--- config.mk ---
export PLATFORM = sky130hd
export DESIGN_NAME = lcsa_merge
export DESIGN_NICKNAME = d
export VERILOG_FILES = /design/src/sv/lcsa_pkg.sv /design/src/sv/lcsa_merge.sv
export SDC_FILE = /design/constraint.sdc
export NUM_CORES = 1
export LEC_CHECK = 0
export BUFFER_PORTS_ARGS = -buffer_cell sky130_fd_sc_hd__buf_4
export CORE_MARGIN = 2
export CORE_UTILIZATION = 49
export CTS_BUF_LIST = sky130_fd_sc_hd__clkbuf_4 sky130_fd_sc_hd__clkbuf_8
export DETAILED_ROUTE_END_ITERATION = 7
export PLACE_DENSITY = 0.73
export SLEW_MARGIN = 20
export SYNTH_ARGS = -nofsm -noshare
export SYNTH_HDL_FRONTEND = slang
export SYNTH_SLANG_ARGS = --single-unit
export TNS_END_PERCENT = 20
--- constraint.sdc ---
create_clock -name clk -period 6.8 [get_ports clk]
set_input_delay 0.34 -clock clk [delete_from_list [all_inputs] [get_ports clk]]
set_output_delay 0.34 -clock clk [all_outputs]
set_load 0.01 [all_outputs]
--- src/sv/lcsa_pkg.sv ---
// ----------------------------------------------------------------------------
// lcsa_pkg
// Shared types and fixed field widths for the code score accumulator.
// ----------------------------------------------------------------------------
`default_nettype none

package lcsa_pkg;

  localparam int BYTE_W        = 8;
  localparam int GROUP_W       = 8;
  localparam int VALUE_W       = 24;
  localparam int CODE_W        = 64;
  localparam int SCORE_W       = 32;
  localparam int CFG_W         = 9;
  localparam int TABLE_ENTRIES = 256;
  // shift of the reciprocal used to split a group number into row and lane
  localparam int DIV_SHIFT     = 16;

  localparam logic REQ_LOAD = 1'b0;
  localparam logic REQ_CODE = 1'b1;

  // control that travels with one code word down the pipeline
  typedef struct packed {
    logic valid;
    logic last;
  } word_ctl_t;

endpackage

`default_nettype wire

--- src/sv/lcsa_merge.sv ---
// ----------------------------------------------------------------------------
// lcsa_merge
// Sums the lane entries of one word, adds the word sum into the running score
// with saturation and presents the score of a finished vector.
// ----------------------------------------------------------------------------
`default_nettype none

module lcsa_merge #(
  parameter int CODES_PER_WORD = 8,
  parameter int ENTRY_BITS     = 24
) (
  input  wire logic                                   clk,
  input  wire logic                                   rst,
  input  wire lcsa_pkg::word_ctl_t                    s1_ctl,
  input  wire logic signed [ENTRY_BITS-1:0]           lane_entry [CODES_PER_WORD],
  output logic                                        adv,
  output logic                                        out_valid,
  input  wire logic                                   out_ready,
  output logic signed [lcsa_pkg::SCORE_W-1:0]         score
);

  import lcsa_pkg::*;

  localparam int SUM_W = ENTRY_BITS + 3;
  localparam int ACC_W = ((SUM_W > SCORE_W) ? SUM_W : SCORE_W) + 1;

  word_ctl_t                  s2_ctl;
  logic signed [SUM_W-1:0]    tree_sum;
  logic signed [SUM_W-1:0]    word_sum;
  logic signed [SCORE_W-1:0]  running_sum;
  logic signed [ACC_W-1:0]    acc;
  logic [ACC_W-SCORE_W:0]     acc_hi;
  logic signed [SCORE_W-1:0]  acc_sat;
  logic                       fire;

  always_comb begin
    tree_sum = '0;
    for (int k = 0; k < CODES_PER_WORD; k++) begin
      tree_sum = tree_sum + SUM_W'(lane_entry[k]);
    end
  end

  // a last word waits here only while the previous score is still unread
  assign adv  = !s2_ctl.valid || !s2_ctl.last || !(out_valid && !out_ready);
  assign fire = s2_ctl.valid && adv;

  always_ff @(posedge clk) begin
    if (rst) begin
      s2_ctl <= '0;
    end else if (adv) begin
      s2_ctl <= s1_ctl;
    end
  end

  always_ff @(posedge clk) begin
    if (adv) begin
      word_sum <= tree_sum;
    end
  end

  assign acc    = ACC_W'(running_sum) + ACC_W'(word_sum);
  assign acc_hi = acc[ACC_W-1:SCORE_W-1];

  always_comb begin
    if ((&acc_hi) || !(|acc_hi)) begin
      acc_sat = acc[SCORE_W-1:0];
    end else if (acc[ACC_W-1]) begin
      acc_sat = {1'b1, {(SCORE_W-1){1'b0}}};
    end else begin
      acc_sat = {1'b0, {(SCORE_W-1){1'b1}}};
    end
  end

  always_ff @(posedge clk) begin
    if (rst) begin
      running_sum <= '0;
    end else if (fire) begin
      running_sum <= s2_ctl.last ? '0 : acc_sat;
    end
  end

  always_ff @(posedge clk) begin
    if (fire && s2_ctl.last) begin
      score <= acc_sat;
    end
  end

  always_ff @(posedge clk) begin
    if (rst) begin
      out_valid <= 1'b0;
    end else if (fire && s2_ctl.last) begin
      out_valid <= 1'b1;
    end else if (out_ready) begin
      out_valid <= 1'b0;
    end
  end

endmodule

`default_nettype wire

==> out/qor.yml <==
ir_drop_mv: 0.260
async_flop_share_pct: 0
cpPeakStageDelay_ns: 0.59
die_h_um: 149
synth_seq_area_share_pct: 24.0
finalSetupViolations: 0
synth.top_cell.area_share_pct: 28.8
htreeDepth: 3
placementRows: 53
cp_max_fo: 4
tns_ns: 0
ant_nets: 0
cp_num_buf_inv: 5
clk_pin_slew_worst_paths_ns: 0.09
die_w_um: 149
crit_family: "adder cells"
fmax_mhz: 196
grt_pass1_vias: 8095
synth_top_flop_cell: "edfxtp_1"
vias: 7862
syn_to_final_growth_pct: 21.4
swShare_pct: 46.1
cp.arrival_ns: 5.23
power_density_nw_per_um2: 471
layout_common_cells: "inv_1 (302), buf_4 (234), fa_1 (148)"
start_util_pct: 49.4
clkLatencyLatePin_ns: 0.38
place_area_sq_um: 12300
n_antenna_cell: 0
fill_cells: 1845
p_switching_uw: 2710
cap_violations: 0
synth_seq_cells: 94
drc_errors: 0
cts.sinks: 94
final_common_cell: "inv_1"
port_buffers: 230
dp_slack_ns: 1.28
dr.pass1.iters: 5
slowest_stage: "fa_1"
syn_area_per_cell_sq_um: 9.61
ys_top_cells_by_area: "fa_1 (29%), edfxtp_1 (17%), inv_1 (11%)"
hpwlAfterDp_um: 17600
antenna_found_initial: 0
cts_buffers: 9
setup_slack_ns: 1.69
internal_power_uw: 3180
period_needed_ns: 5.11
p_clk_share_pct: 7.6
crit_chain: "buf_4, inv_1, fa_1, inv_1, fa_1, fa_1, inv_1, fa_1, inv_1, ha_1, a21oi_1, o31ai_1, a21oi_1, o21ai_0, a41oi_1, o21ai_0, a21oi_1, o21ai_0, xor2_1"
layout.nets: 1693
slew_viol_final: 0
cts_setup_buffers: 0
status: "completed"
post-route-period-util_pct: 75.2
cts_buffer_depth: 2
routed_wl_um: 21000
viasPerCell: 5.01
p_seq_share_pct: 19.3
syn_inst: 1071
synth_nets: 1475
die-area_sq_um: 22200
grt_start_max_net_pins: 39
worstSetupEndpointType: "flop"
final_util_pct: 60.0
synth_cell_type_count: 67
grt_first_pass_wirelength_um: 36300
synth-edff-count: 59
wl_per_cell_um: 13.4
holdBufCountCts: 0
overflow: 0
slew_headroom_pct: 37.2
post_cts_resized: 0
final-hold-violation-count: 0
ioPinCount: 231
hold_path.class: "in2reg"
leakage_uw: 0.00650
comb_power_share_pct: 73.1
stdcell_area_sq_um: 12500
skew_ns: 0.0108
worst_pin_slew_ns: 0.940
coreArea_sq_um: 20800
cts_tree: "built"
rsz0062_at_grt: "false"
crit_type: "in2reg"
track_usage_pct: 19.9
yosysTopAreaCell: "fa_1"
worstPathRequired_ns: 6.92
place_congestion: 0.906
clockRootBuffer: "clkbuf_8"
cp-start-kind: "input pin"
final_layout_size_suffix_gt1_share_pct: 20.6
yosysWarnings: 0
dr.first_iter.drc_count: 318
netlist_area_sq_um: 10300
## worst register-to-register path: stages, from the launching register on
cell      delay, ns
edfxtp_1       0.38
ha_1           0.21
inv_1          0.06
fa_1           0.39
nand2b_1       0.18
a21oi_1        0.38
o21ai_2        0.15
a41oi_2        0.32
a41oi_2        0.19
a211oi_2       0.31
a22oi_4        0.30
nor2_4         0.64
a221o_1        0.21
## power groups by stage
| stage | clock network (uW) | logic (uW) | registers, uW |
|---|---|---|---|
| CTS | 453 | 4320 | 1140 |
| global route | 478 | 4940 | 1160 |
| finish | 446 | 4310 | 1140 |
| floorplan | 0 | 3410 | 1130 |
| global placement | 0 | 4220 | 1150 |
| detailed placement | 0 | 4290 | 1150 |
## metal layers
layer	up-vias	global-route usage, %	part of all wire (%)	wire length [um]
met5	-	0	0	0
met4	0	3.33	0.73	154
met3	10	3.00	6.0	1250
met2	223	35.4	50	10500
met1	3743	26.3	43	9090
li1	3886	-	-	-
## cell usage after synthesis (6+ instances only)
library cell  instances
a211o_1              24
a211oi_1             11
a21o_1               25
a21oi_1              60
and3_1                6
buf_6                 6
clkbuf_1             15
dfxtp_1              35
edfxtp_1             59
fa_1                148
ha_1                 59
inv_1               302
nand2_1              32
nand2b_1              8
nand3_1               9
nor2_1               35
nor2b_1               6
nor3_1               32
o21a_1                7
o21ai_0              55
o21bai_1              7
o31ai_1               7
xnor2_1              28
xor2_1               20
## through the flow
step                total power (uW)  hold WS [ns]  cells
global placement                5370         0.447   1553
floorplan                       4540         0.409   1071
detailed placement              5440         0.456   1553
finish                          5890         0.182   1569
global route                    6580         0.192   1569
CTS                             5910         0.183   1569
## final cells by class
class                   instances  area (sq um)  area share (%)
repair buffers                234          1760            14.1
inverters                     302          1130            9.07
flip-flops and latches         94          2470            19.8
multi-input cells             648          6550            52.4
clock inverters                 6           110           0.881
clock buffers                  10           131            1.05
well taps                     275           344            2.75
## logic make-up after synthesis
| family | share of synthesized area, % |
|---|---|
| fa+ha+maj | 36.0 |
| buf+inv | 12.5 |
| simple gates | 7.25 |
| xor+xnor | 4.08 |
| flops | 24.0 |
| mux | 0.425 |
| compound gates | 15.8 |
## sequential cells by signal (all words and copies together) (netlist names)
signal	count
score	32
out_valid	1
running_sum	32
word_sum	27
s2_ctl	2
## worst paths after layout
path | endpoint | start | slack, ns | cells past startpoint
setup / recovery | word_sum[25] | lane_entry[3] | 1.69 | 19
hold / removal | s2_ctl[1] | rst | 0.18 | 2
setup reg to reg | running_sum[0] | word_sum[0] | 3.03 | 12
hold reg to reg | running_sum[21] | running_sum[21] | 0.47 | 1
No activity file was read; power rests on OpenSTA's default activity.
